===== src/sv/bdr_pkg.sv =====
`default_nettype none
package bdr_pkg;

  // surface size and height range
  localparam int COLUMNS     = 128;
  localparam int HEIGHT_BITS = 20;

  // fixed field widths
  localparam int KIND_W = 2;
  localparam int COL_W  = 8;
  localparam int CNT_W  = 8;
  localparam int NEWH_W = 20;
  localparam int Q_W    = 28;

  // derived arithmetic widths
  localparam int SUM_W = HEIGHT_BITS + $clog2(COLUMNS);
  localparam int SQ_W  = 2 * HEIGHT_BITS + $clog2(COLUMNS);
  localparam int X_W   = SQ_W + CNT_W;
  localparam int DIV_W = X_W + 16 + ((X_W + 16) % 2);
  localparam int VSR_W = 2 * CNT_W;
  localparam int RT_W  = DIV_W / 2;

  localparam logic [CNT_W-1:0] CFG_RESET = CNT_W'(99);

  // item kinds
  localparam logic [KIND_W-1:0] KIND_DEPOSIT = 2'd0;
  localparam logic [KIND_W-1:0] KIND_MEASURE = 2'd1;
  localparam logic [KIND_W-1:0] KIND_CLEAR   = 2'd2;

  typedef struct packed {
    logic [KIND_W-1:0] kind;
    logic [COL_W-1:0]  column;
  } bdr_in_t;

  typedef struct packed {
    logic [NEWH_W-1:0] new_height;
    logic [Q_W-1:0]    mean_height;
    logic [Q_W-1:0]    roughness;
    logic              saturated;
    logic              bad_column;
  } bdr_out_t;

  // what the selected cell hands back
  typedef struct packed {
    logic [HEIGHT_BITS-1:0] nh;
    logic [HEIGHT_BITS-1:0] old;
    logic                   sat;
  } bdr_cell_res_t;

  typedef struct packed {
    logic busy;
    logic done;
  } bdr_unit_stat_t;

endpackage
`default_nettype wire


===== src/sv/bdr_cell.sv =====
`default_nettype none
module bdr_cell import bdr_pkg::*; (
  input  wire logic                   clk,
  input  wire logic                   rst_n,
  input  wire logic                   clr,
  input  wire logic                   sel,
  input  wire logic [HEIGHT_BITS-1:0] left,
  input  wire logic [HEIGHT_BITS-1:0] right,
  output logic      [HEIGHT_BITS-1:0] height,
  output bdr_cell_res_t               res
);

  logic [HEIGHT_BITS-1:0] h_r;
  logic [HEIGHT_BITS-1:0] h_nxt;
  logic                   grow;
  logic                   sat;

  // deposition rule: grow when on top, else stick to the higher neighbour
  always_comb begin
    grow = (h_r >= left) && (h_r >= right);
    sat  = grow && (h_r == {HEIGHT_BITS{1'b1}});
    if (grow) begin
      h_nxt = sat ? h_r : h_r + 1'b1;
    end else begin
      h_nxt = (left > right) ? left : right;
    end
  end

  always_ff @(posedge clk) begin
    if (!rst_n || clr) begin
      h_r <= '0;
    end else if (sel) begin
      h_r <= h_nxt;
    end
  end

  assign height = h_r;

  // only the selected cell drives the reduction
  always_comb begin
    res = '0;
    if (sel) begin
      res.nh  = h_nxt;
      res.old = h_r;
      res.sat = sat;
    end
  end

endmodule
`default_nettype wire


===== config.mk =====
export PLATFORM = sky130hd
export DESIGN_NAME = bdr_cell
export DESIGN_NICKNAME = d
export VERILOG_FILES = /design/src/sv/bdr_pkg.sv /design/src/sv/bdr_cell.sv
export SDC_FILE = /design/constraint.sdc
export NUM_CORES = 1
export LEC_CHECK = 0
export BUFFER_PORTS_ARGS = -buffer_cell sky130_fd_sc_hd__buf_2
export CAP_MARGIN = 20
export CORE_AREA = 2 2 147 92
export CTS_BUF_LIST = sky130_fd_sc_hd__clkbuf_8
export DETAILED_ROUTE_END_ITERATION = 16
export DIE_AREA = 0 0 149 94
export SLEW_MARGIN = 20
export SYNTH_ARGS = -nofsm -noshare
export SYNTH_HDL_FRONTEND = slang
export SYNTH_SLANG_ARGS = --single-unit

===== constraint.sdc =====
create_clock -name clk -period 3.4 [get_ports clk]
set_clock_uncertainty 0.1 [all_clocks]
set_input_delay 0.34 -clock clk [delete_from_list [all_inputs] [get_ports clk]]
set_output_delay 0.34 -clock clk [all_outputs]
set_load 0.01 [all_outputs]

Word level (Yosys, flattened, before mapping)
Index checks and enable logic that the tools add are counted.
- register bits: 20
- input port bits: 44
- output and inout port bits: 61
- word-level logic and storage cells: 14
- $add $sub $neg: 1
- order comparisons: 3
- eq/ne operators: 1
- mux-type cells: 4
- reduce and logical (&&, ||, !) cells: 4
- operators with widths (cell ; count):
    20-bit two-way mux ; 3
    41-bit two-way mux ; 1
    20-bit greater-or-equal comparator ; 2
    20-bit by 1-bit adder with 20-bit output (second input constant) ; 1
    20-bit == test (second input constant) ; 1
    20-bit > comparator ; 1
    1-bit logical AND ; 2
    1-bit logical NOT ; 1
    1-bit logical OR ; 1

Logic depth before layout (Yosys ltp)
- word-level depth: 6
- depth in mapped cells: 11

Worst setup path after synthesis
Ideal clock, no wire load.
- path kind: register -> output
- start point: register h_r[0] (netlist: height[0])
- end point: output port res[32] in the netlist's numbering
- arrival: 2472 ps
- required time: 2960 ps
- setup slack: 488 ps
- cell stages (with the launch flop): 12
- buffers on the path: 2
- path through: dfxtp_1 > inv_1 > ha_1 > nand2b_1 > a2111oi_0 > or4_1 > a311oi_2 > o21ai_1 > buf_2 > buf_6 > nand2_1 > and3_1
- RTL lines (element ; RTL line ; source):
    from (decl) ; bdr_cell.sv:13 ; logic [HEIGHT_BITS-1:0] h_r;
    from (signal assigned) ; bdr_cell.sv:33 ; h_r <= h_nxt;
    to (decl) ; bdr_cell.sv:10 ; output bdr_cell_res_t res

==> summary.txt <==
Die Width: 149 um
Routed Antenna Nets: 0
hold buffer count at CTS: 0
post-synthesis sequential area ratio: 10.7%
number of fill cells: 1342
EDFF count, synth: 0
Congestion Overflow GR: 0
layout cell share with drive strength beyond 1: 28.4%
Reg2Reg Depth: 10
first drt pass iteration count: 6
initial antenna violation count: 0
R2R setup slack: 0.38 ns
max FFs per register: 20
PD cells: 188 nW/um^2
routability cong.: 0.901
Via density: 5.40
Skew-Pair Late Insertion Delay: 0.27 ns
minimum clock period: 3.35 ns
Rows: 32
mux contribution to synthesized area: 4.83%
Leak: 2.48 nW
CTS tree: built
Net Sw Frac: 41.9%
DRC violations left: 0
Post-Synth Adder-Cell Area: 20.5%
synthesized flop and latch total: 20
wire length per cell: 18.5 um
clock transition at the registers of the reported paths: 0.08 ns
hold_ws: 0.357 ns
Worst Tran Pin Value: 0.778 ns
final core utilization: 38.4%
Tcrit/Tclk final: 98.5%
Top delay family on crit path: compound AO/OA/AOI/OAI gates
worst hold start: right[6]
Top Ports: 105
Max Root-Sink Buffers: 2
total length of routed wires: 14800 um
post-synthesis compound-gate area fraction: 18.9%
sequential share of power: 29.4%
final setup fails: 0
Worst Path Class, Setup: reg -> out
Sw Pwr: 0.380 mW
post-DP HPWL: 11900 um
critical path, cell by cell: inv_2 -> ha_1 -> nand2b_1 -> a2111oi_2 -> or4_4 -> a311oi_4 -> o21ai_4 -> buf_8 -> nor3b_1 -> o21a_1 -> buf_2
final slew viol count: 0
MaxCap Viol Count: 0
crit path max fanout: 6
synth unique cells: 55
largest net degree at the start of global routing: 57
crit path buf inv count: 3
Post-synth ARST share: 0%
Sequential cell area: 404 sq um
Total Power: 0.907 mW
CP startpoint: height[0]
core area: 12600 sq um
number of port buffers: 104
area delta synth->final: 29.4%
Tightest Hold Check Type: in -> reg
fmax: 0.298 GHz
slowest stage delay, CP: 0.50 ns
synthesized instance count: 513
Crit Reg-Reg Endpoint: height[8]
crit path launch type: flop
status: finished clean
DR vias: 4326
post-synthesis simple-gate area fraction: 32.9%
arrival time of the worst setup path: 2.91 ns
cell internal pwr: 0.527 mW
XOR/XNOR Fraction of Synth Area: 3.29%
Ant. Diodes: 0
chip height: 94 um
Total GRT Usage: 20.0%
Syn Nets: 618
CP required: 2.96 ns
Setup WS post-layout: 0.0497 ns
root buffer cell: clkbuf_8
initial drt markers: 383
Yosys warning count: 0
mapped cell area: 3730 sq um
Clk network pwr share: 18.6%
Main synth FF type: dfxtp_1
fin nets: 738
main combinational cell family by area after synthesis: simple AND/OR/NAND/NOR gates
Logic pwr share: 52.0%
most frequent cells in the layout: 104 x buf_2, 61 x ha_1, 55 x nand2_1
initial core utilization: 29.7%
synthesized area per cell: 7.27 sq um
CTS Buf Count: 3
first-pass GRT wire length: 21700 um
hold path cells: 3
Fin. Hold Viols: 0
Min-Delay Endpoint: height[6]
number of global-route vias before repair: 3920
Worst slew margin: 48.2%
Clock Sink Count: 20
Max VDD drop: 0.000140 V
pre-CTS WS: 0.0808 ns
area of the die: 14000 sq um
CTS H-tree lvls: 1
critical path's slowest cell: or4_4
crit end category: primary output
multi-input logic area: 3100 sq um
RR Startpoint: height[0]
commonest non-fill, non-tap cell in the layout: buf_2
kinds of logic after synthesis:
family	Yosys count
xor+xnor	14
mux	18
compound gates	106
simple gates	217
flops	20
fa+ha+maj	61
buf+inv	77
Yosys cell counts, types with 3 or more instances:
library cell,instances,area [sq um]
ha_1,61,763
nand2_1,55,206
inv_1,45,169
o21ai_0,32,160
and3_1,28,175
nor2_1,23,86.3
and2_1,22,138
a21oi_1,21,105
dfxtp_1,20,400
mux2i_1,18,180
nand3_1,15,75.1
nand3b_1,15,113
clkbuf_1,14,52.6
o211ai_1,14,105
buf_2,13,65.1
nor4b_1,8,70.1
nand4_1,7,43.8
nor4_1,7,43.8
xnor2_1,7,61.3
xor2_1,7,61.3
a21o_1,5,37.5
a31oi_1,5,31.3
and4_1,5,43.8
and4b_1,5,50.1
nor3_1,5,25.0
a211oi_1,4,30.0
nand2b_1,4,25.0
nor2b_1,4,25.0
nor3b_1,4,30.0
buf_6,3,33.8
o21a_1,3,22.5
o21ai_1,3,15.0
or2_2,3,18.8
metal layers:
metal	vias up	routed length (um)	GRT usage [%]
met2	238	5560	26.5
met5	-	0	0
met1	1988	7420	33.1
met4	0	71	1.35
met3	10	1790	3.74
li1	2090	-	-
per-stage QoR:
step / cells / area (sq um) / setup TNS, ns
after floorplan: 513 / 3730 / 0
after global placement: 790 / 4600 / 0
after detailed placement: 790 / 4600 / 0
after CTS: 794 / 4660 / 0
after global routing: 801 / 4830 / -0.0833
final: 801 / 4830 / 0
worst register-to-register path, cell delays in order (launching register included):
cell	delay (ns)
dfxtp_1	0.35
inv_2	0.07
ha_1	0.27
nand2b_1	0.11
a2111oi_2	0.07
or4_4	0.50
a311oi_4	0.42
buf_4	0.19
o21ai_2	0.10
nand2_1	0.50
o211ai_1	0.18
how the worst max path moves through the flow:
stage              end  cells past startpoint
6_report       res[39]                     11
5_1_grt        res[35]                     13
4_1_cts        res[37]                     11
3_5_place_dp   res[35]                     13
3_3_place_gp   res[39]                     12
2_1_floorplan  res[32]                     11
layout make-up:
| type | instances | area share (%) |
|---|---|---|
| clock buffers | 3 | 0.855 |
| inverters | 45 | 3.50 |
| multi-input cells | 417 | 64.3 |
| flip-flops and latches | 20 | 8.37 |
| well taps | 170 | 4.41 |
| repair buffers | 146 | 18.6 |
power by group through the flow:
stage                     Sequential, mW  Clock (mW)  Combinational (mW)
after floorplan                    0.269           0               0.247
after global placement             0.270           0               0.431
after detailed placement           0.270           0               0.443
after CTS                          0.265       0.171               0.446
after global routing               0.267       0.179               0.513
final                              0.266       0.169               0.471
what timing repair did:
| item | 4_1_cts | 5_1_grt |
|---|---|---|
| pin swaps | 3 | 4 |
| cloned | 0 | 2 |
| endpoints found under the hold margin | 0 | 0 |
| resized for setup | 2 | 21 |
| setup endpoints to repair | 18 | 21 |
| buffers inserted | 1 | 5 |
(Power assumes the default switching activity.)
