==> config.mk <==
export PLATFORM = sky130hd
export DESIGN_NAME = bdr_sqrt
export DESIGN_NICKNAME = d
export VERILOG_FILES = /design/src/sv/bdr_pkg.sv /design/src/sv/bdr_sqrt.sv
export SDC_FILE = /design/constraint.sdc
export NUM_CORES = 1
export LEC_CHECK = 0
export BUFFER_PORTS_ARGS = -buffer_cell sky130_fd_sc_hd__buf_2
export CORE_ASPECT_RATIO = 0.8
export CORE_MARGIN = 4
export CORE_UTILIZATION = 50
export CTS_BUF_LIST = sky130_fd_sc_hd__clkbuf_8
export CTS_CLUSTER_DIAMETER = 30
export CTS_CLUSTER_SIZE = 8
export DETAILED_ROUTE_END_ITERATION = 6
export GPL_ROUTABILITY_DRIVEN = 1
export PLACE_DENSITY = 0.78
export RECOVER_POWER = 25
export SLEW_MARGIN = 20
export SYNTH_ARGS = -nofsm -noshare
export SYNTH_HDL_FRONTEND = slang
export SYNTH_SLANG_ARGS = --single-unit
==> constraint.sdc <==
create_clock -name clk -period 12.15 [get_ports clk]
set_clock_uncertainty 0.15 [all_clocks]
set_input_delay 2.43 -clock clk [delete_from_list [all_inputs] [get_ports clk]]
set_output_delay 2.43 -clock clk [all_outputs]
set_load 0.02 [all_outputs]
==> src/sv/bdr_pkg.sv <==
`default_nettype none
package bdr_pkg;

  // surface size and height range
  localparam int COLUMNS     = 128;
  localparam int HEIGHT_BITS = 20;

  // fixed field widths
  localparam int KIND_W = 2;
  localparam int COL_W  = 8;
  localparam int CNT_W  = 8;
  localparam int NEWH_W = 20;
  localparam int Q_W    = 28;

  // derived arithmetic widths
  localparam int SUM_W = HEIGHT_BITS + $clog2(COLUMNS);
  localparam int SQ_W  = 2 * HEIGHT_BITS + $clog2(COLUMNS);
  localparam int X_W   = SQ_W + CNT_W;
  localparam int DIV_W = X_W + 16 + ((X_W + 16) % 2);
  localparam int VSR_W = 2 * CNT_W;
  localparam int RT_W  = DIV_W / 2;

  localparam logic [CNT_W-1:0] CFG_RESET = CNT_W'(99);

  // item kinds
  localparam logic [KIND_W-1:0] KIND_DEPOSIT = 2'd0;
  localparam logic [KIND_W-1:0] KIND_MEASURE = 2'd1;
  localparam logic [KIND_W-1:0] KIND_CLEAR   = 2'd2;

  typedef struct packed {
    logic [KIND_W-1:0] kind;
    logic [COL_W-1:0]  column;
  } bdr_in_t;

  typedef struct packed {
    logic [NEWH_W-1:0] new_height;
    logic [Q_W-1:0]    mean_height;
    logic [Q_W-1:0]    roughness;
    logic              saturated;
    logic              bad_column;
  } bdr_out_t;

  // what the selected cell hands back
  typedef struct packed {
    logic [HEIGHT_BITS-1:0] nh;
    logic [HEIGHT_BITS-1:0] old;
    logic                   sat;
  } bdr_cell_res_t;

  typedef struct packed {
    logic busy;
    logic done;
  } bdr_unit_stat_t;

endpackage
`default_nettype wire

==> src/sv/bdr_sqrt.sv <==
`default_nettype none
module bdr_sqrt import bdr_pkg::*; (
  input  wire logic             clk,
  input  wire logic             rst_n,
  input  wire logic             start,
  input  wire logic [DIV_W-1:0] y_in,
  output logic      [RT_W-1:0]  root,
  output bdr_unit_stat_t        stat
);

  localparam int CW = $clog2(RT_W + 1);

  logic [DIV_W-1:0] y_r;
  logic [DIV_W-1:0] r_r;
  logic [DIV_W-1:0] bit_r;
  logic [DIV_W-1:0] trial;
  logic [CW-1:0]    cnt_r;
  logic             busy_r;
  logic             done_r;

  assign trial = r_r + bit_r;

  always_ff @(posedge clk) begin
    if (!rst_n) begin
      busy_r <= 1'b0;
      done_r <= 1'b0;
      cnt_r  <= '0;
    end else begin
      done_r <= 1'b0;
      if (start) begin
        busy_r <= 1'b1;
        cnt_r  <= CW'(RT_W);
      end else if (busy_r) begin
        cnt_r <= cnt_r - 1'b1;
        if (cnt_r == CW'(1)) begin
          busy_r <= 1'b0;
          done_r <= 1'b1;
        end
      end
    end
  end

  // digit-by-digit root, two radicand bits a cycle
  always_ff @(posedge clk) begin
    if (start) begin
      y_r   <= y_in;
      r_r   <= '0;
      bit_r <= {2'b01, {(DIV_W-2){1'b0}}};
    end else if (busy_r) begin
      if (y_r >= trial) begin
        y_r <= y_r - trial;
        r_r <= (r_r >> 1) + bit_r;
      end else begin
        r_r <= r_r >> 1;
      end
      bit_r <= bit_r >> 2;
    end
  end

  assign root      = r_r[RT_W-1:0];
  assign stat.busy = busy_r;
  assign stat.done = done_r;

endmodule
`default_nettype wire

# [After elaboration in Yosys (flattened, before gate mapping)]
# Cells that the tools add are included.
# Widths: inputs -> output; s select.
[op_classes] n_addsub=4 magnitude_cmp=1 eq_ne=1 muxes=10 bitwise=2 n_reduce_logical=5
[op_table] cell="$mux 72" count=4
[op_table] cell="$add 71x71->72" count=1
[op_table] cell="$add 72x71->72" count=1
[op_table] cell="$ge 72x72->1" count=1
[op_table] cell="$sub 72x72->72" count=1
[op_table] cell="$mux 6" count=2
[op_table] cell="$eq 6x1->1 const B" count=1
[op_table] cell="$sub 6x1->6 const B" count=1
[op_table] cell="$mux 1" count=4
[op_table] cell="$reduce_bool 2->1" count=2
[op_table] cell="$reduce_or 3->1" count=1
[op_table] cell="$not 1->1" count=2
[op_table] cell="$reduce_and 2->1" count=1
[op_table] cell="$reduce_or 2->1" count=1
[totals] register_bits=188 in_bits=75 out_inout_bits=38

# [Depth between registers and ports, before layout]
[logic_depth] word_depth=5 depth_mapped=26 mapped_depth_nobuf=23

# [Worst setup path before layout]
# Ideal clock, no wire load.
[synth_path] kind="register to register" from="reg r_r[0]" to="reg y_r[0] (enable)" setup_ns=0.601 t_arrival_ns=9.383 required_time_ns=11.399 path_slack_ns=2.016 stages_incl_launch_ff=25 path_buffers=3 period_less_slack_ns=10.134 cell_sequence="dfxtp_1 ha_1 ha_1 a21o_1 a31oi_1 o21a_1 o211ai_1 a211oi_1 o22ai_1 a221oi_1 o21ai_0 nand2_1 xor2_1 ha_1 clkbuf_1 and3_1 a221o_1 a21oi_2 o21ai_2 a21oi_4 a31oi_4 nand2_2 buf_2 buf_2 o21ai_0"
[synth_between] elab_chain_len=4
[synth_lines] item="start, declared" line="bdr_sqrt.sv:14" source="logic [DIV_W-1:0] r_r;"
[synth_lines] item="start signal, assigned" line="bdr_sqrt.sv:52" source="r_r <= (r_r >> 1) + bit_r;"
[synth_lines] item="start signal, assigned" line="bdr_sqrt.sv:54" source="r_r <= r_r >> 1;"
[synth_lines] item="$add 72x71->72" line="bdr_sqrt.sv:21" source="assign trial = r_r + bit_r;"
[synth_lines] item="$ge 72x72->1" line="bdr_sqrt.sv:50" source="if (y_r >= trial) begin"
[synth_lines] item="$reduce_bool 2->1 (no line)"
[synth_lines] item="$reduce_and 2->1 (no line)"
[synth_lines] item="end signal, assigned" line="bdr_sqrt.sv:46" source="y_r <= y_in;"
[synth_lines] item="end signal, assigned" line="bdr_sqrt.sv:51" source="y_r <= y_r - trial;"
[synth_lines] item="end, declared" line="bdr_sqrt.sv:13" source="logic [DIV_W-1:0] y_r;"
# No other way between the ends.
# A chain may end at the register's enable or synchronous reset.

# [Worst setup path after layout]
[layout_path] from="in start" to="reg y_r[40], data pin"
[layout_between] elab_chain_len=1
[layout_lines] item="start, declared" line="bdr_sqrt.sv:5" source="input wire logic start,"
[layout_lines] item="$mux 72" line="bdr_sqrt.sv:45" source="if (start) begin"
# No other way between the ends.

==> results.md <==
- Die height: 180 um
- CTS Buffer Depth: 2
- Final antenna diode count: 0
- Switching part of the total: 50.5%
- P_leak: 0.00725 uW
- Crit path capture type: flip-flop
- Syn-to-layout area delta: 3.88%
- # rows: a little over 60
- CTS tree: yes
- Actual slew at the worst max-slew pin: 2.90 ns
- Routed WL: 59000 um
- Clk_lat worst skew: 0.53 ns
- Worst path arrival time: around 9.0 ns
- Dominant cell type by area after synthesis: dfxtp_1
- Clock network power share: 11.8%
- Ys flop type: dfxtp_1
- Clock sink total: ~190
- Hpwl dp: between 40000 and 50000 um
- EDFF count, synth: 72
- Share of layout cells above drive strength 1: approximately 7.5%
- Fmax: 0.111 GHz
- Final setup violation count: 0
- Worst slew margin relative to its limit: -93.6%
- Failing checks: max-capacitance violations, max-slew violations
- Setup tns final: 0 ns
- FF+latch count, synth: between 150 and 200
- Mapped Nets: 2603
- Synthesis Warnings: 0
- Sequential area share after synthesis: 24.4%
- NetSw: about 1900 uW
- Gate power share: 61.0%
- Crit start category: input port
- Vias per cell: about 6.5
- IO Pins: 113
- Critical path class: input port to flip-flop
- Hold WS: 0.372 ns
- Avg Inst Size Synth: 7.73 um^2
- Setup repair after global routing missed its margin: no
- Gates resized, CTS repair: 0
- Die area: between 30000 and 40000 um^2
- Number of nets with antenna violations after routing: 0
- CTS Root Cell: clkbuf_8
- Initial Utilization: 51.0%
- Max-slew violation count: 242
- Post-CTS Setup Bufs: 0
- Top cells by area, synth: dfxtp_1 13%, edfxtp_1 12%, ha_1 10%, nand2_1 5.1%, nor2_1 4.9%
- Cell Area, Synth: 18400 um^2
- Area of the core: about 36000 um^2
- Tcrit/Tclk final: 74.0%
- Number of hold buffers added after cts: 0
- Total CTS buffers: 17
- Min Tclk post-route: 9.00 ns
- Global-route wire length before repair: 92900 um
- Post-synth top area share: 12.6%
- Worst Path Required: roughly 12 ns
- DR pass1 iterations: 6
- Routed wire length per instance: 20.9 um
- Worst IR Drop VDD: roughly 150 uV
- Hold Path Depth: 2
- Worst Hold Class: flip-flop to flip-flop
- R2R depth: 24
- Die X: 222 um
- Sequential power share: 27.2%
- Congestion Overflow GR: 0
- GRT Util Overall: 28.4%
- Largest net degree at the start of global routing: 79
- Asr flop ratio synth: 0%
- Status: complete, but fails checks
- Starting DRT DRC Count: 2107
- Cells after synthesis: 2379
- Worst Path Max Fanout: 73
- Internal: between 1500 and 2000 uW
- Fin. Hold Viols: 0
- Initial antenna violation count: 0
- Port Buf Inserts: between 100 and 150
- DRC errors left: 0
- Clock slew seen by the registers of the worst setup and hold paths: 0.11 ns
- Gpl congestion: 1.04
- CTS H-tree depth: 4
- Vias in the first global route: 16707
- Distinct cells, synth: 88
- Final nets: 2563
- DR vias: between 15000 and 20000
- Max-cap violations: 4
- P per Cell Area: 195 nW/um^2
[kinds of logic after synthesis]
group                    synth area share (%)
AO/OA/AOI/OAI                            27.5
XOR/XNOR                                 8.00
adder cells (fa/ha/maj)                  10.2
buffers and inverters                    5.74
flip-flops                               24.4
multiplexers                             2.69
AND/OR/NAND/NOR                          21.5
[stage by stage]
stage                     power (uW)  area [um^2]  std cells  setup slack [ns]  util [%]
after detailed placement        3230        18800       2800              4.91      52.0
after CTS                       3680        19200       2832              4.85      53.1
after global routing            4000        19100       2832              2.50      53.0
after floorplan                 2690        18400       2379              2.02         -
after global placement          3210        18800       2800              5.05      52.0
final                           3730        19100       2832              3.15      53.0
[worst max-delay path, cell delays in order]
cell and delay (ns):
clkbuf_1 1.82, clkbuf_1 1.99, clkbuf_1 2.17, o21ai_0 0.52
[routing by layer]
layer	vias up	GRT usage (%)	share of wire, %
li1	8705	-	-
met1	8595	44.3	47
met2	953	39.2	40
met3	79	6.78	11
met4	0	6.51	2.1
met5	-	0	0
[path summary, 6_finish.rpt]
kind                  from        to  slack (ns)
setup / recovery     start   y_r[40]        3.15
hold / removal    cnt_r[1]  cnt_r[1]        0.37
setup reg to reg   r_r[20]   r_r[62]        4.66
hold reg to reg   cnt_r[1]  cnt_r[1]        0.37
[cells in the mapped netlist (9+ instances only)]
master      n
nand2_1   250
inv_1      47
a21boi_0    9
o21bai_1   42
clkbuf_1  112
ha_1      148
a31oi_1    65
nand4_1    66
mux2i_1    45
nor4_1     16
o21a_1     16
buf_4      40
edfxtp_1   72
o31ai_1    21
a31o_2     20
nand3_1    58
a21o_1     63
nor2_1    242
xor2_1     92
buf_2      22
nor2b_1    23
nand2b_1   14
dfxtp_1   116
o21ai_0   180
o211ai_1   15
a21oi_1   164
nor3_1     38
a311oi_1   27
a211oi_1   36
o21ai_1    13
or3_1      24
xnor2_1    76
and3_1     27
and2_1     28
o32ai_1    10
[state kept, by name (all words and copies together), names as in the netlist]
name and flops:
bit_r 36, busy_r 1, cnt_r 6, done_r 1, r_r 72, y_r 72
[power by group through the flow]
stage	logic, uW	registers [uW]	clock network [uW]
after floorplan	1760	932	0
after global placement	2190	1010	0
after detailed placement	2220	1010	0
after CTS	2230	1010	447
after global routing	2490	1030	476
final	2280	1020	440
[layout by cell type (no fill, tap or decap), types with 15 or more instances in the layout]
cell type	netlist	layout
a211oi_1	36	36
a21o_1	63	63
a21oi_1	164	164
a311oi_1	27	27
a31o_2	20	20
a31oi_1	65	65
and2_1	28	28
and3_1	27	27
buf_2	22	80
clkbuf_1	112	35
clkbuf_8	0	17
dfxtp_1	116	115
edfxtp_1	72	72
ha_1	148	148
inv_1	47	48
mux2i_1	45	45
nand2_1	250	250
nand3_1	58	58
nand4_1	66	66
nor2_1	242	242
nor2b_1	23	23
nor3_1	38	38
nor4_1	16	16
o211ai_1	15	15
o21a_1	16	16
o21ai_0	180	179
o21bai_1	42	42
o31ai_1	21	21
or3_1	24	24
xnor2_1	76	76
xor2_1	92	92
[final cells by class]
type,count,area (um^2)
clock buffers,17,234
clock inverters,15,154
repair buffers,122,584
multi-input cells,1962,12900
inverters,48,180
flip-flops and latches,188,4490
fillers,3459,17000
well taps,480,601
Note: power is estimated with default switching activity, not from simulation.
