## src/sv/bdr_pkg.sv

```systemverilog
`default_nettype none
package bdr_pkg;

  // surface size and height range
  localparam int COLUMNS     = 128;
  localparam int HEIGHT_BITS = 20;

  // fixed field widths
  localparam int KIND_W = 2;
  localparam int COL_W  = 8;
  localparam int CNT_W  = 8;
  localparam int NEWH_W = 20;
  localparam int Q_W    = 28;

  // derived arithmetic widths
  localparam int SUM_W = HEIGHT_BITS + $clog2(COLUMNS);
  localparam int SQ_W  = 2 * HEIGHT_BITS + $clog2(COLUMNS);
  localparam int X_W   = SQ_W + CNT_W;
  localparam int DIV_W = X_W + 16 + ((X_W + 16) % 2);
  localparam int VSR_W = 2 * CNT_W;
  localparam int RT_W  = DIV_W / 2;

  localparam logic [CNT_W-1:0] CFG_RESET = CNT_W'(99);

  // item kinds
  localparam logic [KIND_W-1:0] KIND_DEPOSIT = 2'd0;
  localparam logic [KIND_W-1:0] KIND_MEASURE = 2'd1;
  localparam logic [KIND_W-1:0] KIND_CLEAR   = 2'd2;

  typedef struct packed {
    logic [KIND_W-1:0] kind;
    logic [COL_W-1:0]  column;
  } bdr_in_t;

  typedef struct packed {
    logic [NEWH_W-1:0] new_height;
    logic [Q_W-1:0]    mean_height;
    logic [Q_W-1:0]    roughness;
    logic              saturated;
    logic              bad_column;
  } bdr_out_t;

  // what the selected cell hands back
  typedef struct packed {
    logic [HEIGHT_BITS-1:0] nh;
    logic [HEIGHT_BITS-1:0] old;
    logic                   sat;
  } bdr_cell_res_t;

  typedef struct packed {
    logic busy;
    logic done;
  } bdr_unit_stat_t;

endpackage
`default_nettype wire

```

## src/sv/bdr_div.sv

```systemverilog
`default_nettype none
module bdr_div import bdr_pkg::*; (
  input  wire logic             clk,
  input  wire logic             rst_n,
  input  wire logic             start,
  input  wire logic [DIV_W-1:0] dividend,
  input  wire logic [VSR_W-1:0] divisor,
  output logic      [DIV_W-1:0] quotient,
  output bdr_unit_stat_t        stat
);

  localparam int CW = $clog2(DIV_W + 1);

  logic [VSR_W:0]   rem_r;
  logic [DIV_W-1:0] q_r;
  logic [VSR_W-1:0] d_r;
  logic [CW-1:0]    cnt_r;
  logic             busy_r;
  logic             done_r;
  logic [VSR_W:0]   trial;
  logic             qbit;

  // restoring step, one quotient bit a cycle
  always_comb begin
    trial = {rem_r[VSR_W-1:0], q_r[DIV_W-1]};
    qbit  = trial >= {1'b0, d_r};
  end

  always_ff @(posedge clk) begin
    if (!rst_n) begin
      busy_r <= 1'b0;
      done_r <= 1'b0;
      cnt_r  <= '0;
    end else begin
      done_r <= 1'b0;
      if (start) begin
        busy_r <= 1'b1;
        cnt_r  <= CW'(DIV_W);
      end else if (busy_r) begin
        cnt_r <= cnt_r - 1'b1;
        if (cnt_r == CW'(1)) begin
          busy_r <= 1'b0;
          done_r <= 1'b1;
        end
      end
    end
  end

  always_ff @(posedge clk) begin
    if (start) begin
      rem_r <= '0;
      q_r   <= dividend;
      d_r   <= divisor;
    end else if (busy_r) begin
      rem_r <= qbit ? trial - {1'b0, d_r} : trial;
      q_r   <= {q_r[DIV_W-2:0], qbit};
    end
  end

  assign quotient  = q_r;
  assign stat.busy = busy_r;
  assign stat.done = done_r;

endmodule
`default_nettype wire

```

## config.mk

```make
export PLATFORM = sky130hd
export DESIGN_NAME = bdr_div
export DESIGN_NICKNAME = d
export VERILOG_FILES = /design/src/sv/bdr_pkg.sv /design/src/sv/bdr_div.sv
export SDC_FILE = /design/constraint.sdc
export NUM_CORES = 1
export LEC_CHECK = 0
export BUFFER_PORTS_ARGS = -buffer_cell sky130_fd_sc_hd__buf_2
export CORE_ASPECT_RATIO = 1.25
export CORE_MARGIN = 1
export CORE_UTILIZATION = 25
export CTS_CLUSTER_DIAMETER = 80
export CTS_CLUSTER_SIZE = 30
export DETAILED_ROUTE_END_ITERATION = 7
export GPL_ROUTABILITY_DRIVEN = 0
export MAX_ROUTING_LAYER = met4
export PLACE_DENSITY = 0.47
export SLEW_MARGIN = 25
export SYNTH_ARGS = -nofsm -noshare
export SYNTH_HDL_FRONTEND = slang
export SYNTH_SLANG_ARGS = --single-unit
```

## constraint.sdc

```tcl
create_clock -name clk -period 3.7 [get_ports clk]
set_input_delay 0 -clock clk [delete_from_list [all_inputs] [get_ports clk]]
set_output_delay 0 -clock clk [all_outputs]
set_load 0.01 [all_outputs]
```

Yosys cells after proc, flatten, opt, wreduce, memory -nomap -nowiden
Index checks and enable logic that the tools add are counted. Widths: inputs -> output; s select.

Register bits after elaboration: 113. Bits of input ports: 91.

$add $sub $neg: 2. $lt $le $gt $ge: 1. Equality and inequality tests: 1. Mux-type cells: 9. Bitwise operators: 2. Reductions and logical operators: 3.

Operators with widths (number): $mux 72 (2); $ge 17x16->1 (1); $mux 16 (1); $sub 16x16->16 (1); $mux 7 (2); $eq 7x1->1 const B (1); $sub 7x1->7 const B (1); $mux 1 (4); $reduce_or 3->1 (1); $not 1->1 (2); $reduce_bool 2->1 (1); $reduce_or 2->1 (1).

Depth between registers and ports, before layout
Gate-level depths: netlist of the first run.

Word-level depth: 4. Mapped depth: 10. Depth with buffers taken out: 9.

Least setup slack after synthesis of the first run
OpenSTA, ideal clock, no wires.

Kind: register to register. From: register busy_r. To: register q_r[0], in the netlist quotient[0], enable pin. Library setup time: 0.426 ns. Data arrival time: 2.221 ns. Required time: 3.274 ns. Path slack: 1.053 ns. Stages on the path, launching flop included: 4. Cells stage by stage: dfxtp_1 clkbuf_1 nor2_1 inv_1.

Cells in the longest elaborated chain, start to end: 1.

RTL lines: start, declared (line bdr_div.sv:18) `logic busy_r;`; start signal, assigned (line bdr_div.sv:31) `busy_r <= 1'b0;`; start signal, assigned (line bdr_div.sv:37) `busy_r <= 1'b1;`; start signal, assigned (line bdr_div.sv:42) `busy_r <= 1'b0;`; $reduce_bool 2->1 (no line); end signal, assigned (line bdr_div.sv:52) `q_r <= dividend;`; end signal, assigned (line bdr_div.sv:56) `q_r <= {q_r[DIV_W-2:0], qbit};`; end, declared (line bdr_div.sv:15) `logic [DIV_W-1:0] q_r;`.

No other way between the ends. A chain may end at the register's enable or synchronous reset.

Worst setup path after layout of the first run
From: register d_r[6]. To: register rem_r[7].

Cells in the longest elaborated chain, start to end: 2. Elaborated cells between the ends (all ways): 3. Those cells by class: 1 x add/sub; 1 x order compare; 1 x mux.

RTL lines: start, declared (line bdr_div.sv:16) `logic [VSR_W-1:0] d_r;`; start signal, assigned (line bdr_div.sv:53) `d_r <= divisor;`; $sub 16x16->16 or $ge 17x16->1 (tied branches) (line bdr_div.sv:55, bdr_div.sv:26); $mux 16 * (line bdr_div.sv:55) `rem_r <= qbit ? trial - {1'b0, d_r} : trial;`; end signal, assigned (line bdr_div.sv:55); end, declared (line bdr_div.sv:14) `logic [VSR_W:0] rem_r;`.

Mark *: on every way between the ends. The rest lies on a longest branch, timed or not.

==> summary.txt, run 1 <==
Post-synth EDFFs -> 88
initial antenna violation count -> 2
post-cts resize count -> 0
final setup violation count -> 0
Syn Std Cell Area -> 5487 um^2
max_slew headroom -> 33.46%
Setup TNS Final -> 0 ns
die width -> 134.5 um
full die area -> 22550 um^2
# port buffers -> 164
crit path from -> d_r[6]$_DFFE_PP_
final hold violations -> 0
post-synthesis async set-or-reset flop share -> 0%
worst-case clock buffer depth -> 2
fin nets -> 788
row count -> 60
dpl hpwl -> 10150 um
Clock Latency Late Sink -> 0.42 ns
detailed-route wire length per cell -> 15.67 um
Tcrit/Tclk final -> 66.92%
Root Driver -> clkbuf_16
status -> finished clean
Vias/cell -> 4.487
Yosys reg bits -> 113
unrepaired setup endpoints after global routing -> false
DRC errors left -> 0
sequential fraction of the synthesis area -> 57.29%
CTS Buf Count -> 17
Max FO, Critical Path -> 12
WL final -> 15230 um
iteration count of the initial detailed-routing pass -> 5
Tmin final -> 2.476 ns
setup skew after layout -> 0.007667 ns
share of cells above drive strength 1 -> 41.24%
CP endpoint kind -> flip-flop
Total GRT Usage -> 14.52%
met3 WL post-DR -> 784 um
max cap viols -> 0
Post-CTS Setup Bufs -> 0
die span in y -> 167.6 um
Initial DRC Count -> 238
first-pass GRT wire length -> 24160 um
CTS tree -> yes
CP Class -> reg2reg
Yosys cell types -> 54
post-route ant nets -> 0
number of global-route vias before repair -> 4569
CTS clk-pin slew, worst paths -> 0.06 ns
met2 WL -> 7807 um
Total Power -> 3.889 mW
Syn. warnings -> 0
fill cell count -> 2088
Worst Reg-to-Reg Cells -> 9
number of cells on the worst hold path -> 1
ys flop type -> edfxtp_1
H-tree Lvls -> 4
Sink Count -> 113
Mapped Cells -> 421
reg2reg start -> d_r[6]$_DFFE_PP_
Worst setup SP type -> flip-flop
worst vdd ir -> 0.2903 mV
initial core utilization -> 25.46%
met1 WL -> 6390 um
PD cells -> 480.5 nW/um^2
max-slew violations -> 0
core area -> 21550 um^2
f_max -> 403.9 MHz
Layout area overhead -> 47.53%
CTS Hold Bufs -> 89
Worst Tran Pin Value -> 0.9981 ns
global-route congestion overflow total -> 0
max layer used -> met4
Hold Crit Class -> in2reg
Leakage -> 3.298 nW
hold path start -> start
IO Pins -> 165
largest net degree at the start of global routing -> 77
mean post-synth cell area -> 13.03 um^2
synthesized net count -> 531
Vias -> 4361
CP required -> 4.00 ns
crit path DAT -> 2.77 ns
power breakdown:
part	total, mW	internal (mW)	switching, mW
clock network	1.72	1.07	0.655
registers	1.57	1.51	0.0624
logic	0.595	0.299	0.296
total	3.89	2.88	1.01
metrics by stage:
step                utilization (%)  cells  setup WS [ns]  instance area (um^2)  hold slack (ns)
floorplan                         -    421          1.053                  5487          0.09887
global placement              30.58    849          1.314                  6589           0.1778
detailed placement            30.58    849          1.237                  6589           0.1782
CTS                           37.54    970          1.219                  8089         0.004358
global route                  37.57    972          1.042                  8094          0.01638
finish                        37.57    972          1.224                  8094          0.02648
state kept, by name, indices dropped and copies added, names as in the netlist:
| register | cells |
|---|---|
| d_r | 16 |
| done_r | 1 |
| rem_r | 16 |
| quotient | 72 |
| cnt_r | 7 |
| busy_r | 1 |
cells by family after synthesis:
group,share of synthesized area (%)
simple gates,7.617
buf+inv,3.603
mux,14.78
fa+ha+maj,4.470
xor+xnor,2.554
flops,57.29
compound gates,9.692
synthesized netlist by cell type, types with 2 or more instances:
| library cell | n | share of area [%] |
|---|---|---|
| o22ai_1 | 4 | 0.46 |
| xor2_1 | 4 | 0.64 |
| inv_1 | 25 | 1.7 |
| a21boi_0 | 2 | 0.27 |
| nor2b_1 | 3 | 0.34 |
| o31a_1 | 2 | 0.32 |
| a211oi_1 | 6 | 0.82 |
| clkbuf_1 | 12 | 0.82 |
| dfxtp_1 | 25 | 9.1 |
| nor3_1 | 6 | 0.55 |
| o21a_1 | 2 | 0.27 |
| a21oi_1 | 12 | 1.1 |
| buf_6 | 2 | 0.41 |
| a32oi_1 | 5 | 0.80 |
| buf_2 | 2 | 0.18 |
| nand2b_1 | 7 | 0.80 |
| xnor2_1 | 12 | 1.9 |
| o21ai_2 | 2 | 0.32 |
| and3_1 | 3 | 0.34 |
| o31ai_1 | 2 | 0.27 |
| mux2_2 | 72 | 15 |
| nand2_1 | 21 | 1.4 |
| buf_4 | 3 | 0.41 |
| o21ai_0 | 15 | 1.4 |
| a21oi_2 | 2 | 0.32 |
| nand4_1 | 4 | 0.46 |
| nor2_1 | 23 | 1.6 |
| a311o_1 | 2 | 0.36 |
| a31oi_1 | 2 | 0.23 |
| ha_1 | 18 | 4.1 |
| nand3_1 | 11 | 1.0 |
| edfxtp_1 | 88 | 48 |
worst paths after layout:
check	endpoint	slack, ns
setup / recovery	rem_r[7]$_SDFFE_PP0P_	1.22
hold / removal	d_r[15]$_DFFE_PP_	0.03
setup reg to reg	rem_r[7]$_SDFFE_PP0P_	1.22
hold reg to reg	cnt_r[1]$_SDFFE_PP0P_	0.50
critical path: stages (launching register included):
cell and delay [ns]:
edfxtp_1 0.32, inv_1 0.04, ha_1 0.37, a2111oi_1 0.43
inv_1 0.11, o21ai_2 0.28, o311ai_1 0.12, buf_4 0.22
and3_1 0.15, a311o_1 0.30
cells in the final DEF (no fill, tap or decap), types with 12 or more instances in the layout:
| master | n |
|---|---|
| buf_2 | 163 |
| dlygate4sd3_1 | 89 |
| edfxtp_1 | 88 |
| mux2_2 | 72 |
| dfxtp_1 | 25 |
| inv_1 | 24 |
| nor2_1 | 23 |
| nand2_1 | 21 |
| ha_1 | 18 |
| clkbuf_16 | 17 |
| o21ai_0 | 15 |
| a21oi_1 | 12 |
| xnor2_1 | 12 |
routing by layer:
metal	up-vias	global-route usage (%)
li1	2111	-
met1	2095	16.82
met2	141	23.90
met3	14	3.451
met4	0	6.155
met5	-	-
area by class of cell:
class                   instances  area [um^2]  share of cell area, %
repair buffers                257         1744                  21.55
well taps                     279        349.1                  4.313
clock inverters                15        183.9                  2.272
multi-input cells             263         2146                  26.51
inverters                      26        97.59                  1.206
flip-flops and latches        113         3143                  38.83
diodes                          2        5.005                0.06183
clock buffers                  17        425.4                  5.256
No activity file was read; power rests on OpenSTA's default activity.
==> run 2, diff against run 1 <==
Clock period 3.7 ns to 2.5 ns, I/O delays scaled along.
==> summary.txt, run 2 (synthesis results as in run 1) <==
iteration count of the initial detailed-routing pass -> 4 (was 5)
max cap viols -> 0 (unchanged)
Sink Count -> 113 (unchanged)
CP endpoint kind -> flip-flop (unchanged)
CP Class -> reg2reg (unchanged)
Flop pwr share -> 41.7% (was 40.4%)
number of global-route vias before repair -> 4698 (was 4569)
fin nets -> 800 (was 788)
Leakage -> 3.345 nW (was 3.298 nW)
full die area -> 22550 um^2 (unchanged)
die width -> 134.5 um (unchanged)
WL final -> 14910 um (was 15230 um)
Total Power -> 5.571 mW (was 3.889 mW)
max reg flops -> 72 (unchanged)
initial core utilization -> 25.46% (unchanged)
CTS Buf Count -> 17 (unchanged)
final hold violations -> 0 (unchanged)
Initial DRC Count -> 153 (was 238)
row count -> 60 (unchanged)
CTS tree -> yes (unchanged)
Tmin final -> 2.362 ns (was 2.476 ns)
Clock Latency Late Sink -> 0.42 ns (about the same)
Comb power frac -> 16.1% (was 15.3%)
dpl hpwl -> 10230 um (was 10150 um)
# port buffers -> 164 (unchanged)
most frequent cells in the layout -> buf_2, dlygate4sd3_1, edfxtp_1, mux2_2, dfxtp_1 (unchanged)
Layout area overhead -> 49.12% (was 47.53%)
max_slew headroom -> 65.06% (was 33.46%)
Placement Setup Slack -> 0.1116 ns (was 1.237 ns)
f_max -> 423.3 MHz (was 403.9 MHz)
Post-CTS Setup Bufs -> 0 (unchanged)
worst vdd ir -> 0.4551 mV (was 0.2903 mV)
switching part of the total power -> 28.05% (was 26.05%)
CTS clk-pin slew, worst paths -> 0.06 ns (about the same)
worst hold margin -> 0.2966 ns (was 0.02648 ns)
die span in y -> 167.6 um (unchanged)
Total GRT Usage -> 14.48% (was 14.52%)
Vias -> 4450 (was 4361)
net switching power -> 1.563 mW (was 1.013 mW)
final setup violation count -> 0 (unchanged)
IO Pins -> 165 (unchanged)
leading cell type in the layout, fill and taps excluded -> buf_2 (unchanged)
max-slew violations -> 0 (unchanged)
core area -> 21550 um^2 (unchanged)
Setup TNS Final -> 0 ns (unchanged)
Worst Tran Pin Value -> 0.5241 ns (was 0.9981 ns)
H-tree Lvls -> 4 (unchanged)
initial antenna violation count -> 0 (was 2)
PD cells -> 680.9 nW/um^2 (was 480.5 nW/um^2)
unrepaired setup endpoints after global routing -> true (was false)
Vias/cell -> 4.532 (was 4.487)
Placed Instances -> 860 (was 849)
first-pass GRT wire length -> 24560 um (was 24160 um)
status -> finished clean (unchanged)
Final Non-Filler Cells -> 982 (was 972)
clock network fraction of total power -> 42.2% (was 44.3%)
Max FO, Critical Path -> 9 (was 12)
largest net degree at the start of global routing -> 73 (was 77)
setup skew after layout -> 0.008757 ns (was 0.007667 ns)
worst-case clock buffer depth -> 2 (unchanged)
Int Pwr -> 4.008 mW (was 2.876 mW)
n_diodes -> 0 (was 2)
Tcrit/Tclk final -> 94.49% (was 66.92%)
Root Driver -> clkbuf_16 (unchanged)
post-route ant nets -> 0 (unchanged)
share of cells above drive strength 1 -> 42.53% (was 41.24%)
detailed-route wire length per cell -> 15.18 um (was 15.67 um)
global-route congestion overflow total -> 0 (unchanged)
crit path DAT -> 2.69 ns (was 2.77 ns)
CP required -> 2.83 ns (was 4.00 ns)
Worst setup SP type -> flip-flop (unchanged)
DRC errors left -> 0 (unchanged)
Hold Crit Class -> in2reg (unchanged)
Setup WS post-layout -> 0.1377 ns (was 1.224 ns)
==> run 2: per-stage QoR <==
step	util [%]	instance area, um^2
after floorplan	-	5490
after global placement	31.10	6700
after detailed placement	31.10	6700
after CTS	37.89	8164
after global routing	37.97	8182
final	37.97	8182
==> run 2: what timing repair did <==
| action | 4_1_cts | 5_1_grt |
|---|---|---|
| resized for setup | 0 | 3 |
| endpoints found under the setup margin | 0 | 7 |
| hold endpoints to repair | 107 | 0 |
| hold buffers | 90 | 0 |
==> run 2: final cells by class <==
cell class              count  area [um^2]
well taps                 279        349.1
fillers                  2107        13360
clock buffers              17        425.4
clock inverters            15        137.6
multi-input cells         263         2163
inverters                  26        101.3
repair buffers            269         1862
flip-flops and latches    113         3143
==> run 2: power groups by stage <==
stage | Combinational [mW] | Clock (mW) | Sequential [mW]
floorplan | 0.414 | 0 | 2.41
global placement | 0.784 | 0 | 2.36
detailed placement | 0.791 | 0 | 2.36
CTS | 0.903 | 2.42 | 2.33
global route | 0.982 | 2.49 | 2.35
finish | 0.897 | 2.35 | 2.32
==> run 2: path summary, 6_finish.rpt <==
check                    startpoint  cells after the start  slack [ns]                      to
max                d_r[1]$_DFFE_PP_                      8        0.14   rem_r[9]$_SDFFE_PP0P_
min                      divisor[9]                      2        0.30        d_r[9]$_DFFE_PP_
max reg2reg        d_r[1]$_DFFE_PP_                      8        0.14   rem_r[9]$_SDFFE_PP0P_
min reg2reg  rem_r[13]$_SDFFE_PP0P_                      2        0.51  rem_r[13]$_SDFFE_PP0P_
==> run 2: critical path, stage by stage (launching register included) <==
cell,delay [ns]
edfxtp_1,0.40
inv_1,0.06
ha_1,0.28
nor2b_1,0.19
o31a_1,0.24
o21ai_2,0.12
o311a_4,0.39
a311o_1,0.35
a311oi_2,0.24
==> run 2: layer usage <==
layer / GRT usage (%) / wire length [um]
met5: - / 0
met4: 5.862 / 331
met3: 3.149 / 713
met2: 23.77 / 7476
met1: 17.12 / 6390
==> run 3, diff against run 2 <==
--- a/config.mk
+++ b/config.mk
@@ -21 +21,2 @@
 export SYNTH_SLANG_ARGS = --single-unit
+export TNS_END_PERCENT = 100
--- a/constraint.sdc
+++ b/constraint.sdc
@@ -3,2 +3,2 @@
 set_output_delay 0 -clock clk [all_outputs]
-set_load 0.01 [all_outputs]
+set_load 0.1 [all_outputs]
==> summary.txt, run 3 (synthesis results as in run 1) <==
dpl hpwl -> 10400 um (was 10230 um)
fin nets -> 805 (was 800)
leading cell type in the layout, fill and taps excluded -> buf_2 (unchanged)
largest net degree at the start of global routing -> 73 (unchanged)
Placement Setup Slack -> 0.09270 ns (was 0.1116 ns)
Clock Latency Late Sink -> 0.41 ns (was 0.42 ns)
global-route congestion overflow total -> 0 (unchanged)
CP Buf/Inv Count -> 1 (unchanged)
reg-to-reg setup timing slack -> 0.11 ns (was 0.14 ns)
unrepaired setup endpoints after global routing -> true (unchanged)
reg-to-reg endpoint -> rem_r[7]$_SDFFE_PP0P_ (was rem_r[9]$_SDFFE_PP0P_)
Int Pwr -> 4.277 mW (was 4.008 mW)
Layout area overhead -> 50.79% (was 49.12%)
final setup violation count -> 0 (unchanged)
die span in y -> 167.6 um (unchanged)
max cap viols -> 0 (unchanged)
Worst path max stage delay -> 0.42 ns (was 0.40 ns)
CP endpoint kind -> flip-flop (unchanged)
Total Power -> 6.615 mW (was 5.571 mW)
detailed-route wire length per cell -> 15.03 um (was 15.18 um)
WL final -> 14860 um (was 14910 um)
share of cells above drive strength 1 -> 43.50% (was 42.53%)
grt met3 use -> 3.694% (was 3.149%)
Design Area, Final -> 8273 um^2 (was 8182 um^2)
full die area -> 22550 um^2 (unchanged)
Worst Tran Pin Value -> 0.5689 ns (was 0.5241 ns)
max-slew violations -> 0 (unchanged)
reg2reg start -> rem_r[11]$_SDFFE_PP0P_ (was d_r[1]$_DFFE_PP_)
fin util -> 38.40% (was 37.97%)
core area -> 21550 um^2 (unchanged)
max_slew headroom -> 62.07% (was 65.06%)
Hold Crit Class -> in2reg (unchanged)
Tcrit/Tclk final -> 95.44% (was 94.49%)
first-pass GRT wire length -> 23820 um (was 24560 um)
met1 Use GR -> 16.23% (was 17.12%)
Initial DRC Count -> 123 (was 153)
row count -> 60 (unchanged)
Tmin final -> 2.386 ns (was 2.362 ns)
post-route ant nets -> 0 (unchanged)
CTS tree -> yes (unchanged)
Flop pwr share -> 35.2% (was 41.7%)
IO Pins -> 165 (unchanged)
most frequent cells in the layout -> buf_2, dlygate4sd3_1, edfxtp_1, mux2_2, dfxtp_1 (unchanged)
Setup WS post-layout -> 0.1141 ns (was 0.1377 ns)
CP cell instances -> ha_1 > a21oi_2 > o21ai_2 > o31ai_2 > o311ai_2 > buf_4 > and3_1 > a311o_1 (was inv_1 > ha_1 > nor2b_1 > o31a_1 > o21ai_2 > o311a_4 > a311o_1 > a311oi_2)
GR Util met2 -> 23.45% (was 23.77%)
CP top delay family -> compound AO/OA/AOI/OAI gates (unchanged)
CP Class -> reg2reg (unchanged)
Setup TNS Final -> 0 ns (unchanged)
status -> finished clean (unchanged)
Worst setup SP type -> flip-flop (unchanged)
initial antenna violation count -> 2 (was 0)
net switching power -> 2.337 mW (was 1.563 mW)
Hold Crit Endpoint -> d_r[2]$_DFFE_PP_ (was d_r[9]$_DFFE_PP_)
setup skew after layout -> 0.01247 ns (was 0.008757 ns)
max reg flops -> 72 (unchanged)
Root Driver -> clkbuf_16 (unchanged)
worst vdd ir -> 0.4605 mV (was 0.4551 mV)
DRC errors left -> 0 (unchanged)
# port buffers -> 164 (unchanged)
worst-case clock buffer depth -> 2 (unchanged)
Total GRT Usage -> 14.08% (was 14.48%)
die width -> 134.5 um (unchanged)
initial core utilization -> 25.46% (unchanged)
Leakage -> 3.378 nW (was 3.345 nW)
Max FO, Critical Path -> 6 (was 9)
Vias -> 4420 (was 4450)
Crit-path slowest cell -> ha_1 (was edfxtp_1)
hold path start -> start (was divisor[9])
crit path DAT -> 2.68 ns (was 2.69 ns)
CTS Buf Count -> 17 (unchanged)
H-tree Lvls -> 4 (unchanged)
Comb power frac -> 26.4% (was 16.1%)
number of cells on the worst hold path -> 1 (was 2)
PD cells -> 799.6 nW/um^2 (was 680.9 nW/um^2)
Sink Count -> 113 (unchanged)
CTS clk-pin slew, worst paths -> 0.06 ns (about the same)
iteration count of the initial detailed-routing pass -> 4 (unchanged)
f_max -> 419.1 MHz (was 423.3 MHz)
fill cell count -> 2076 (was 2107)
switching part of the total power -> 35.34% (was 28.05%)
Vias/cell -> 4.469 (was 4.532)
clock network fraction of total power -> 38.5% (was 42.2%)
placed cell area -> 6761 um^2 (was 6700 um^2)
CP required -> 2.79 ns (was 2.83 ns)
final hold violations -> 0 (unchanged)
gr busiest metal -> met2 (unchanged)
Worst Reg-to-Reg Cells -> 8 (unchanged)
number of global-route vias before repair -> 4664 (was 4698)
[run 3: cell types whose count changed in the layout (fill, tap and decap cells not counted), sizes merged]
| cell | previous run | this run |
|---|---|---|
| bufinv | 0 | 3 |
| diode | 0 | 2 |
| dlygate4sd3 | 90 | 89 |
| inv | 35 | 27 |
| buf | 179 | 185 |
| clkinvlp | 2 | 3 |
| clkinv | 4 | 8 |
[run 3: cell type report]
class	instances	area (um^2)	area share [%]
inverters	26	101.3	1.225
repair buffers	274	1884	22.78
clock buffers	17	425.4	5.142
well taps	279	349.1	4.220
clock inverters	15	183.9	2.223
multi-input cells	263	2181	26.36
flip-flops and latches	113	3143	37.99
diodes	2	5.005	0.06050
[run 3: worst max-delay path by stage]
stage                                start               endpoint  slack (ns)  cells past startpoint
finish              rem_r[11]$_SDFFE_PP0P_  rem_r[7]$_SDFFE_PP0P_        0.11                      8
global route              d_r[8]$_DFFE_PP_  rem_r[7]$_SDFFE_PP0P_       -0.02                      9
CTS                  rem_r[9]$_SDFFE_PP0P_  rem_r[7]$_SDFFE_PP0P_        0.07                      8
detailed placement   rem_r[9]$_SDFFE_PP0P_  rem_r[7]$_SDFFE_PP0P_        0.09                      8
global placement    rem_r[11]$_SDFFE_PP0P_  rem_r[7]$_SDFFE_PP0P_        0.16                      8
floorplan           quotient[71]$_DFFE_PP_  rem_r[9]$_SDFFE_PP0P_       -0.13                      8
[run 3: per-layer routing]
metal | wire (um) | vias up
met2 | 7561 | 150
li1 | - | 2146
met3 | 775 | 12
met5 | 0 | -
met4 | 176 | 0
met1 | 6349 | 2112
[run 3: metrics by stage]
step                cells  hold slack (ns)
floorplan             421          0.09887
global placement      866           0.1764
detailed placement    866           0.1782
CTS                   987          0.05792
global route          989          0.06679
finish                989          0.06367
[run 3: power by group through the flow]
stage	logic (mW)	registers (mW)	clock network, mW
2_1_floorplan	0.430	3.24	0
3_3_place_gp	1.63	2.36	0
3_5_place_dp	1.64	2.36	0
4_1_cts	1.75	2.33	2.61
5_1_grt	1.83	2.35	2.68
6_report	1.74	2.33	2.55
[run 3: what timing repair did]
item,4_1_cts,5_1_grt
setup buffers,0,0
endpoints found under the hold margin,96,0
endpoints found under the setup margin,0,5
hold buffers,89,0
gates resized for setup,0,2
